<file path="config.mk">
export PLATFORM = sky130hd
export DESIGN_NAME = circular_queue_engine
export DESIGN_NICKNAME = d
export VERILOG_FILES = /design/src/rtl/cqe_pkg.sv /design/src/rtl/cqe_datapath.sv /design/src/rtl/cqe_ctrl.sv /design/src/rtl/circular_queue_engine.sv
export SDC_FILE = /design/constraint.sdc
export NUM_CORES = 2
export LEC_CHECK = 0
export BUFFER_PORTS_ARGS = -buffer_cell sky130_fd_sc_hd__buf_4
export CAP_MARGIN = 10
export CORE_AREA = 2 2 559 561
export DETAILED_ROUTE_END_ITERATION = 10
export DIE_AREA = 0 0 561 563
export PLACE_DENSITY_LB_ADDON = 0.3
export SYNTH_ARGS = -nofsm -noshare
export SYNTH_HDL_FRONTEND = slang
export SYNTH_HIERARCHICAL = 1
export SYNTH_SLANG_ARGS = --single-unit
</file>
<file path="constraint.sdc">
create_clock -name clk -period 4.6 [get_ports clk]
set_clock_uncertainty 0.1 [all_clocks]
set_input_delay 0.92 -clock clk [delete_from_list [all_inputs] [get_ports clk]]
set_output_delay 0.92 -clock clk [all_outputs]
set_load 0.02 [all_outputs]
</file>
<file path="src/rtl/cqe_pkg.sv">
// ----------------------------------------------------------------------------
// cqe_pkg: shared types and constants for the circular queue engine
// Command and status codes, fixed field widths, and the bundles that pass
// between the controller and the datapath.
// ----------------------------------------------------------------------------
`default_nettype none

package cqe_pkg;

  localparam int WORD_W = 32;
  localparam int CAP_W  = 7;

  typedef enum logic [1:0] {
    CMD_ENQ  = 2'd0,
    CMD_DEQ  = 2'd1,
    CMD_PEEK = 2'd2,
    CMD_DISP = 2'd3
  } cmd_t;

  typedef enum logic [1:0] {
    ST_OK       = 2'd0,
    ST_OVERFLOW = 2'd1,
    ST_EMPTY    = 2'd2
  } status_t;

  // Commands from the controller to the datapath.
  typedef struct packed {
    logic latch;   // capture the accepted word and start the cursor at the head
    logic exec;    // enqueue, or produce an overflow or empty result
    logic fetch;   // build a result from the registered memory read data
  } ctrl_cmd_t;

  // Status from the datapath to the controller.
  typedef struct packed {
    logic is_enq;
    logic is_disp;
    logic q_empty;
    logic res_last;
  } dp_status_t;

endpackage

`default_nettype wire

</file>
<file path="src/rtl/cqe_datapath.sv">
// ----------------------------------------------------------------------------
// cqe_datapath: queue storage, pointers and result register
// Holds the ring memory, head, tail, occupancy, capacity and the display
// cursor, and builds each result word on command from the controller.
// ----------------------------------------------------------------------------
`default_nettype none

module cqe_datapath #(
  parameter int DEPTH = 64
) (
  input  wire logic                        clk,
  input  wire logic                        rst,
  input  wire cqe_pkg::ctrl_cmd_t          ctrl,
  output cqe_pkg::dp_status_t              stat,
  input  wire logic                        cfg_we,
  input  wire logic [cqe_pkg::CAP_W-1:0]   cfg_capacity,
  input  wire logic [1:0]                  cmd,
  input  wire logic signed [cqe_pkg::WORD_W-1:0] push_value,
  output logic signed [cqe_pkg::WORD_W-1:0] value,
  output logic signed [cqe_pkg::WORD_W-1:0] rear_value,
  output logic [1:0]                       status,
  output logic                             last,
  output logic                             full_res,
  output logic                             empty_res
);
  import cqe_pkg::*;

  localparam int AW = $clog2(DEPTH);
  localparam int CW = AW + 1;

  logic [WORD_W-1:0] mem [DEPTH];
  logic [WORD_W-1:0] rd_front;
  logic [WORD_W-1:0] rd_rear;

  logic [AW-1:0]     head;
  logic [AW-1:0]     tail;
  logic [AW-1:0]     cursor;
  logic [CW-1:0]     occ;
  logic [CW-1:0]     count;
  logic [CW-1:0]     cap;
  cmd_t              cmd_q;
  logic [WORD_W-1:0] push_q;

  logic [CW-1:0]     cap_clamped;
  logic [AW-1:0]     rear_addr;
  logic              q_full;
  logic              q_empty;
  logic [CW-1:0]     count_inc;

  function automatic logic [AW-1:0] next_idx(input logic [AW-1:0] i,
                                              input logic [CW-1:0] c);
    logic [CW-1:0] n;
    n = {1'b0, i} + CW'(1);
    return (n >= c) ? '0 : n[AW-1:0];
  endfunction

  always_comb begin
    if (cfg_capacity == '0) begin
      cap_clamped = CW'(1);
    end else if (cfg_capacity > CAP_W'(DEPTH)) begin
      cap_clamped = CW'(DEPTH);
    end else begin
      cap_clamped = cfg_capacity[CW-1:0];
    end
  end

  // The rear word sits one slot behind the tail, wrapping at the capacity.
  assign rear_addr = (tail == '0) ? AW'(cap - CW'(1)) : tail - AW'(1);
  assign q_full    = (occ >= cap);
  assign q_empty   = (occ == '0);
  assign count_inc = count + CW'(1);

  assign full_res  = q_full;
  assign empty_res = q_empty;

  assign stat.is_enq   = (cmd_q == CMD_ENQ);
  assign stat.is_disp  = (cmd_q == CMD_DISP);
  assign stat.q_empty  = q_empty;
  assign stat.res_last = last;

  // Both read ports run every cycle; the controller fetches the registered data in its read state.
  always_ff @(posedge clk) begin
    rd_front <= mem[cursor];
    rd_rear  <= mem[rear_addr];
    if (ctrl.exec && (cmd_q == CMD_ENQ) && !q_full) begin
      mem[tail] <= push_q;
    end
  end

  always_ff @(posedge clk) begin
    if (ctrl.latch) begin
      cmd_q  <= cmd_t'(cmd);
      push_q <= push_value;
    end
  end

  always_ff @(posedge clk) begin
    if (rst) begin
      head   <= '0;
      tail   <= '0;
      occ    <= '0;
      cap    <= CW'(DEPTH);
      cursor <= '0;
      count  <= '0;
    end else if (cfg_we) begin
      head   <= '0;
      tail   <= '0;
      occ    <= '0;
      cap    <= cap_clamped;
    end else if (ctrl.latch) begin
      cursor <= head;
      count  <= '0;
    end else if (ctrl.exec) begin
      if ((cmd_q == CMD_ENQ) && !q_full) begin
        tail <= next_idx(tail, cap);
        occ  <= occ + CW'(1);
      end
    end else if (ctrl.fetch) begin
      case (cmd_q)
        CMD_DEQ: begin
          occ <= occ - CW'(1);
          if (occ == CW'(1)) begin
            head <= '0;
            tail <= '0;
          end else begin
            head <= next_idx(head, cap);
          end
        end
        CMD_DISP: begin
          cursor <= next_idx(cursor, cap);
          count  <= count_inc;
        end
        default: begin
        end
      endcase
    end
  end

  always_ff @(posedge clk) begin
    if (ctrl.exec) begin
      value      <= '0;
      rear_value <= '0;
      last       <= 1'b1;
      if (cmd_q == CMD_ENQ) begin
        status <= q_full ? ST_OVERFLOW : ST_OK;
      end else begin
        status <= ST_EMPTY;
      end
    end else if (ctrl.fetch) begin
      value      <= rd_front;
      rear_value <= (cmd_q == CMD_PEEK) ? rd_rear : '0;
      status     <= ST_OK;
      last       <= (cmd_q == CMD_DISP) ? (count_inc == occ) : 1'b1;
    end
  end

endmodule

`default_nettype wire

</file>
<file path="src/rtl/cqe_ctrl.sv">
// ----------------------------------------------------------------------------
// cqe_ctrl: command sequencer for the circular queue engine
// Steps each accepted word through execute, memory read and output (enqueue
// and empty results skip the read), and repeats the read and output steps
// for every word of a display run.
`default_nettype none

module cqe_ctrl (
  input  wire logic                clk,
  input  wire logic                rst,
  input  wire logic                in_valid,
  output logic                     in_ready,
  output logic                     out_valid,
  input  wire logic                out_ready,
  input  wire cqe_pkg::dp_status_t stat,
  output cqe_pkg::ctrl_cmd_t       ctrl
);
  import cqe_pkg::*;

  typedef enum logic [3:0] {
    S_IDLE = 4'b0001,
    S_EXEC = 4'b0010,
    S_READ = 4'b0100,
    S_OUT  = 4'b1000
  } state_t;

  state_t state;
  state_t state_next;

  assign in_ready   = (state == S_IDLE);
  assign out_valid  = (state == S_OUT);
  assign ctrl.latch = in_valid && in_ready;
  assign ctrl.exec  = (state == S_EXEC) && (stat.is_enq || stat.q_empty);
  assign ctrl.fetch = (state == S_READ);

  always_comb begin
    state_next = state;
    case (state)
      S_IDLE: begin
        if (in_valid) state_next = S_EXEC;
      end
      S_EXEC: begin
        state_next = (stat.is_enq || stat.q_empty) ? S_OUT : S_READ;
      end
      S_READ: begin
        state_next = S_OUT;
      end
      S_OUT: begin
        // The cursor has already moved on, so the next display word is
        // in the read register once the read state is entered again.
        if (out_ready) begin
          state_next = (stat.is_disp && !stat.res_last) ? S_READ : S_IDLE;
        end
      end
      default: begin
        state_next = S_IDLE;
      end
    endcase
  end

  always_ff @(posedge clk) begin
    if (rst) begin
      state <= S_IDLE;
    end else begin
      state <= state_next;
    end
  end

endmodule

`default_nettype wire

</file>
<file path="src/rtl/circular_queue_engine.sv">
// ----------------------------------------------------------------------------
// circular_queue_engine: ring-buffer queue of signed 32-bit words
// Enqueue, dequeue, peek and display commands over a queue whose usable
// capacity is a writable register.
// ----------------------------------------------------------------------------
// Usage. A command word (cmd, push_value) enters on in_valid/in_ready and
// its results leave on out_valid/out_ready, one word per result. Every
// result carries the full and empty flags as they stand after the command.
// The capacity port is to be written only while the engine is idle; the
// block itself does not enforce this. Writing it empties the queue. Zero
// acts as one and values above DEPTH act as DEPTH.
// Timing. The engine works on one command at a time and takes no new one
// until the last result has gone; in_ready returns the cycle after that.
// Enqueue and every overflow or empty result go from the execute state
// straight to output, while dequeue and peek pass through a read state
// first, as the ring memory has a registered read port. A display run
// passes through the read state before each word it offers, returning
// there each time a word other than the last is taken.
// Reset leaves the queue empty with the capacity at DEPTH. A stalled
// receiver simply holds the result in place; nothing is lost or repeated.
// ----------------------------------------------------------------------------
`default_nettype none

module circular_queue_engine #(
  parameter int DEPTH = 64
) (
  input  wire logic                             clk,
  input  wire logic                             rst,
  input  wire logic                             cfg_valid,
  output logic                                  cfg_ready,
  input  wire logic [cqe_pkg::CAP_W-1:0]        capacity,
  input  wire logic                             in_valid,
  output logic                                  in_ready,
  input  wire logic [1:0]                       cmd,
  input  wire logic signed [cqe_pkg::WORD_W-1:0] push_value,
  output logic                                  out_valid,
  input  wire logic                             out_ready,
  output logic signed [cqe_pkg::WORD_W-1:0]     value,
  output logic signed [cqe_pkg::WORD_W-1:0]     rear_value,
  output logic [1:0]                            status,
  output logic                                  last,
  output logic                                  full_res,
  output logic                                  empty_res
);
  import cqe_pkg::*;

  ctrl_cmd_t  ctrl;
  dp_status_t stat;

  assign cfg_ready = 1'b1;

  cqe_ctrl u_ctrl (
    .clk       (clk),
    .rst       (rst),
    .in_valid  (in_valid),
    .in_ready  (in_ready),
    .out_valid (out_valid),
    .out_ready (out_ready),
    .stat      (stat),
    .ctrl      (ctrl)
  );

  cqe_datapath #(
    .DEPTH (DEPTH)
  ) u_datapath (
    .clk          (clk),
    .rst          (rst),
    .ctrl         (ctrl),
    .stat         (stat),
    .cfg_we       (cfg_valid && cfg_ready),
    .cfg_capacity (capacity),
    .cmd          (cmd),
    .push_value   (push_value),
    .value        (value),
    .rear_value   (rear_value),
    .status       (status),
    .last         (last),
    .full_res     (full_res),
    .empty_res    (empty_res)
  );

endmodule

`default_nettype wire

</file>
**After elaboration in Yosys (flattened, before gate mapping)**

Memories as Yosys holds them, arrays and structs flattened. A register that Yosys moved wholly into a read port is not among the register bits.
Index checks and enable logic that the tools add are counted.

- Output and inout port bits: 72
- Bits in latches: 0
- Bits in writable memories: 2048
- Memories kept: 1
- Register bits: 144
- Memory bits (read-only): 0
- Word-level logic and storage cells: 104
- Input port bits: 46

- Eq/ne operators: 13
- Multiplexer cells: 37
- Bitwise gates (word level): 3
- Div/mod/pow operators: 0
- Multiply operators: 0
- Reduce and logical (&&, ||, !) cells: 24
- Add/subtract/negate cells: 8
- Shifts and indexed selects: 0
- Magnitude comparators: 5

Memory list:

| name | words | width | read ports | clocked after Yosys merged registers in | write ports | line | source |
|---|---|---|---|---|---|---|---|
| u_datapath.mem | 64 | 32 | 2 | 2 | 1 | cqe_datapath.sv:31 | `logic [WORD_W-1:0] mem [DEPTH];` |

Operators with widths:

| operator | number |
|---|---|
| $mux 6 | 14 |
| $mux 7 | 10 |
| $mux 32 | 1 |
| $ge 7x7->1 | 4 |
| $add 6x1->7 const B | 3 |
| $pmux 4 s4 | 1 |
| $add 7x1->7 const B | 2 |
| $logic_not 7->1 | 2 |
| $mux 4 | 3 |
| $reduce_and 4->1 | 3 |
| $sub 6x1->6 const B | 2 |
| $reduce_bool 2->1 | 5 |
| $eq 7x1->1 const B | 1 |
| $eq 7x7->1 | 1 |
| $gt 7x7->1 const B | 1 |
| $sub 7x1->7 const B | 1 |
| $logic_and 1x1->1 | 6 |
| $logic_not 6->1 | 1 |
| $mux 2 | 3 |
| $ne 2x2->1 const B | 3 |
| $reduce_and 5->1 | 1 |
| $eq 2x2->1 const B | 2 |
| $eq 4x1->1 const B | 1 |
| $eq 4x2->1 const B | 1 |
| other kinds (12) | 18 |

**Depth between registers and ports, before layout**

- Word-level depth: 7
- Depth in mapped cells: 22
- Depth with buffers taken out: 15

**By module**

The synthesis kept the hierarchy.

Modules (own cells, without submodules):

| module | cells each | seq. area each (um^2) | area an instance (um^2) | instances |
|---|---|---|---|---|
| cqe_datapath | 7120 | 65943.2 | 104652.9 | 1 |
| cqe_ctrl | 26 | 80.1 | 256.5 | 1 |
| circular_queue_engine | 2 | 0.0 | 11.3 | 1 |

**Worst setup path before layout**

OpenSTA, ideal clock, no wires.

- Path kind: register to register
- Start: reg u_datapath.tail[0]
- End: reg u_datapath.rd_rear[13], read port of u_datapath.mem
- Buffers on the path: 10
- Arrival: 4428 ps
- Required time: 4436 ps
- Setup time: 64 ps
- Period minus slack after synthesis: 4591 ps
- Cell stages (with the launch flop): 21
- Setup slack: 9 ps
- Path through: dfxtp_1 -> clkbuf_1 -> inv_1 -> ha_1 -> or3b_4 -> o21ai_2 -> nand2_1 -> inv_2 -> buf_2 -> buf_2 -> clkbuf_1 -> ha_1 -> clkbuf_1 -> clkbuf_1 -> clkbuf_1 -> clkbuf_1 -> clkbuf_1 -> clkbuf_1 -> o211ai_1 -> a31o_2 -> nand4_1

- Cells in the longest elaborated chain, start to end: 2
- Elaborated cells on any way between the ends: 3
- Classes of those cells: add/sub (1); mux (1); reduce/logical (1)

RTL lines:

| element | line | source |
|---|---|---|
| start: declaration | cqe_datapath.sv:36 | `logic [AW-1:0] tail;` |
| start signal: assignment | cqe_datapath.sv:115 | `tail <= next_idx(tail, cap);` |
| $sub 6x1->6 / $logic_not 6->1 (equally long branches) | cqe_datapath.sv:68 | `assign rear_addr = (tail == '0) ? AW'(cap - CW'(1)) : tail - AW'(1);` |
| $mux 6 * | cqe_datapath.sv:68 |  |
| end: declaration | cqe_datapath.sv:33 | `logic [WORD_W-1:0] rd_rear;` |

Every way passes the cells marked *; elsewhere a longest branch is shown, timed or not.
A chain may end at the register's enable or synchronous reset.

**Worst setup path after layout**

- Start: reg u_datapath.tail[1]
- End: reg u_datapath.rd_rear[27], read port of u_datapath.mem

Same word-level chain as after synthesis.

==> metrics.md <==
| Metric | Value |
|---|---|
| Max_cap viols | 0 |
| Antenna Violating Nets Remaining | 0 |
| Seq/Total Area, Yosys | a little over three fifths |
| Crit share post-route | between 90% and 100% |
| Layout cells sized above 1 | 22.0% |
| Vias | approximately 73000 |
| Post-Synth Adder-Cell Area | 0.453% |
| Crit end category | register |
| Synth Area in Simple Gates | under 10% |
| Minimum clock period | 4460 ps |
| Port bufs | 116 |
| Synth Register Bits | 2256 |
| Largest net degree at the start of global routing | 168 |
| Sequential share of power | 48.4% |
| Drt first pass iters | 6 |
| Sw Ratio | 24.9% |
| Post-synthesis mux area share | 15.1% |
| Worst-Skew Late Latency | approximately 960 ps |
| Worst Setup Start Kind | register |
| Final setup violating endpoints | 0 |
| Net switching power | 11800 uW |
| Overflow after GRT | 0 |
| Commonest non-fill, non-tap cells in the layout | 2084 x edfxtp_1, 1126 x nand2_1, 672 x mux4_2 |
| Mapped Nets | 7232 |
| Comb power frac | under 10% |
| Row count | ~210 |
| First-pass GRT wire length | roughly 560 mm |
| Die area | roughly 0.32 mm2 |
| HPWL after detailed placement | 227 mm |
| Vias in the first global route | 69822 |
| RD Place Congestion | 0.861 |
| Synthesized cell area | 0.105 mm2 |
| Warnings from Yosys | 6 |
| DP Worst Slack | 293 ps |
| DR iter-0 viols | 10515 |
| Largest family of logic cells by synthesized area | multiplexers |
| Worst Path Arrival | 5200 ps |
| Per-cell routed wire length | 35.1 um |
| Leakage power | 0.0380 uW |
| Initial antenna violation count | 18 |
| Worst Hold Depth | 1 |
| Filler cell count | 28385 |
| Clock Sinks | between 2000 and 2500 |
| Post_cts resized | 0 |
| Final WS setup | 135 ps |
| Detailed Route WL | 405 mm |
| VDD IR max | between 0.3 and 0.4 mV |
| Main synth FF type | edfxtp_1 |
| Cts hold-fix bufs | 0 |
| Outcome | complete, no violations |
| Ys async rst share | 0% |
| Post-CTS setup buffer count | 0 |
| Max Freq | 224 MHz |
| Crit Path Max Fanout | 43 |
| Unique masters post-synth | 74 |
| Clk pwr share | between 40% and 50% |
| Post-route insts no fill | 11544 |
| Area of the multi-input gates | 0.0368 mm2 |
| Syn avg cell area | 14.7 um2 |
| CTS buffer count | 248 |
| RSZ-0062 raised after global routing | false |
| Number of enable flip-flop cells after synthesis | 2084 |
| Worst reg2reg path depth | 15 |
| Cells after Synth | 7148 |
| Slew Viols, Final | 0 |
| CTS tree | built |
| Post-synthesis to final-layout area growth | 15.4% |
| IO Count | 118 |
| Max Root-Sink Buffers | 4 |
| CP required | 5340 ps |
| Die W | 561 um |
| Post-Place Cells | 11083 |
| Hold Crit Class | in2reg |
| Nets@finish | 7277 |
| Vias per cell | 6.35 |
| XOR/XNOR Fraction of Synth Area | 0.234% |
| Overall power | around 47000 uW |
| Gr usage total | 24.9% |
| Clock root buffer master | clkbuf_16 |
| Setup TNS | 0 ps |
| CTS clk-pin slew, worst paths | around 60 ps |
| Fin. Hold Viols | 0 |
| FF+latch area | 0.0660 mm2 |
| Slew Limit Headroom | roughly a quarter |
| H-tree depth | 4 |
| PD cells | around 400 mW/mm2 |
| Int Power | 35700 uW |
| Core ar. | 0.310 mm2 |
| Die Span Y | 563 um |
| Most common cell after layout, fill and taps aside | edfxtp_1 |
| Setup CP Type | reg2reg |
| Initial core utilization | between 30% and 40% |
| Synth Area in Compound Gates | 10.3% |
| Worst-margin pin slew | 1120 ps |
| Remaining DRCs | 0 |
-- layout make-up --
cell class,instances,area share (%)
multi-input cells,4203,30.4
well taps,4140,4.28
clock buffers,334,5.69
flip-flops and latches,2256,54.5
diodes,2,0.00413
clock inverters,125,0.901
inverters,22,0.0744
repair buffers,462,4.15
-- cell families after synthesis --
| group | after synthesis |
|---|---|
| flip-flops | 2256 |
| AND/OR/NAND/NOR | 1917 |
| AO/OA/AOI/OAI | 1477 |
| multiplexers | 742 |
| buffers and inverters | 689 |
| adder cells (fa/ha/maj) | 38 |
| XOR/XNOR | 28 |
| other | 1 |
-- power groups by stage --
| stage | Combinational [uW] | Sequential [uW] | Clock, uW |
|---|---|---|---|
| after floorplan | 2650 | 23300 | 0 |
| after global placement | 4560 | 23400 | 0 |
| after detailed placement | 4590 | 23400 | 0 |
| after CTS | 4610 | 23000 | 20000 |
| after global routing | 4880 | 23000 | 20800 |
| final | 4680 | 23000 | 19800 |
-- sequential cells by signal, summed over array words and instances, names as in the netlist --
name,cells
u_datapath/cap,7
u_datapath/cursor,6
u_datapath/value,32
u_datapath/rd_front,32
u_datapath/rear_value,32
u_datapath/tail,6
u_datapath/push_q,32
u_datapath/occ,7
u_datapath/head,6
u_datapath/last,1
u_datapath/mem,2048
u_datapath/status,2
u_datapath/rd_rear,32
u_ctrl/state,4
u_datapath/count,7
u_datapath/cmd_q,2
-- critical path, cell delays in order (launching register included) --
cell and delay, ps:
dfxtp_1 320, inv_1 160, ha_1 310, or3b_4 450
nor2_1 220, a21oi_1 160, ha_4 190, and3_1 160
a22oi_1 280, and2_4 610, buf_12 400, a21oi_1 130
a221oi_1 400, nor3_1 90, a211o_1 310, nand4_1 80
-- cells in the mapped netlist (14+ instances only) --
cell type | instances | area, um2
buf_1 | 74 | 278
clkbuf_1 | 483 | 1810
inv_1 | 21 | 78.8
mux2i_1 | 66 | 661
a32oi_1 | 14 | 123
a311oi_1 | 372 | 3260
ha_1 | 38 | 475
o21ai_1 | 52 | 260
a21oi_1 | 177 | 886
a211oi_1 | 436 | 3270
or4_1 | 24 | 180
nand2b_1 | 16 | 100
nand2_1 | 1130 | 4240
a31oi_1 | 50 | 313
mux4_2 | 672 | 15100
nor3_1 | 28 | 140
a221oi_1 | 32 | 280
buf_2 | 97 | 485
o21ai_0 | 151 | 756
and3_1 | 437 | 2730
a22o_1 | 32 | 280
a31o_2 | 16 | 140
xnor2_1 | 20 | 175
dfxtp_1 | 172 | 3440
edfxtp_1 | 2084 | 62600
nand3_1 | 65 | 325
a22oi_1 | 26 | 195
nor2_1 | 143 | 537
o211ai_1 | 39 | 293
a311o_1 | 26 | 260
-- metal layers --
layer	vias up	GRT usage [%]	routed length (um)
met5	-	0	50
met4	8	12.0	22900
met1	38067	33.0	152000
met2	5042	38.5	182000
met3	1085	6.08	48000
li1	29129	-	-
-- through the flow --
| stage | hold slack, ps | cell area (um2) | utilization [%] |
|---|---|---|---|
| after CTS | 8.40 | 121000 | 39.0 |
| final | 65.9 | 121000 | 39.0 |
| after global placement | 352 | 113000 | 36.4 |
| after global routing | 44.7 | 121000 | 39.0 |
| after detailed placement | 359 | 113000 | 36.4 |
| after floorplan | 320 | 105000 | - |
-- worst paths after layout --
check / startpoint / endpoint / slack [ps]
max: u_datapath/tail[1] / u_datapath/rd_rear[27] / 140
min: cmd[1] / u_datapath/cmd_q[1] / 70
max reg2reg: u_datapath/tail[1] / u_datapath/rd_rear[27] / 140
min reg2reg: u_datapath/rd_front[29] / u_datapath/value[29] / 370
(Power assumes the default switching activity.)
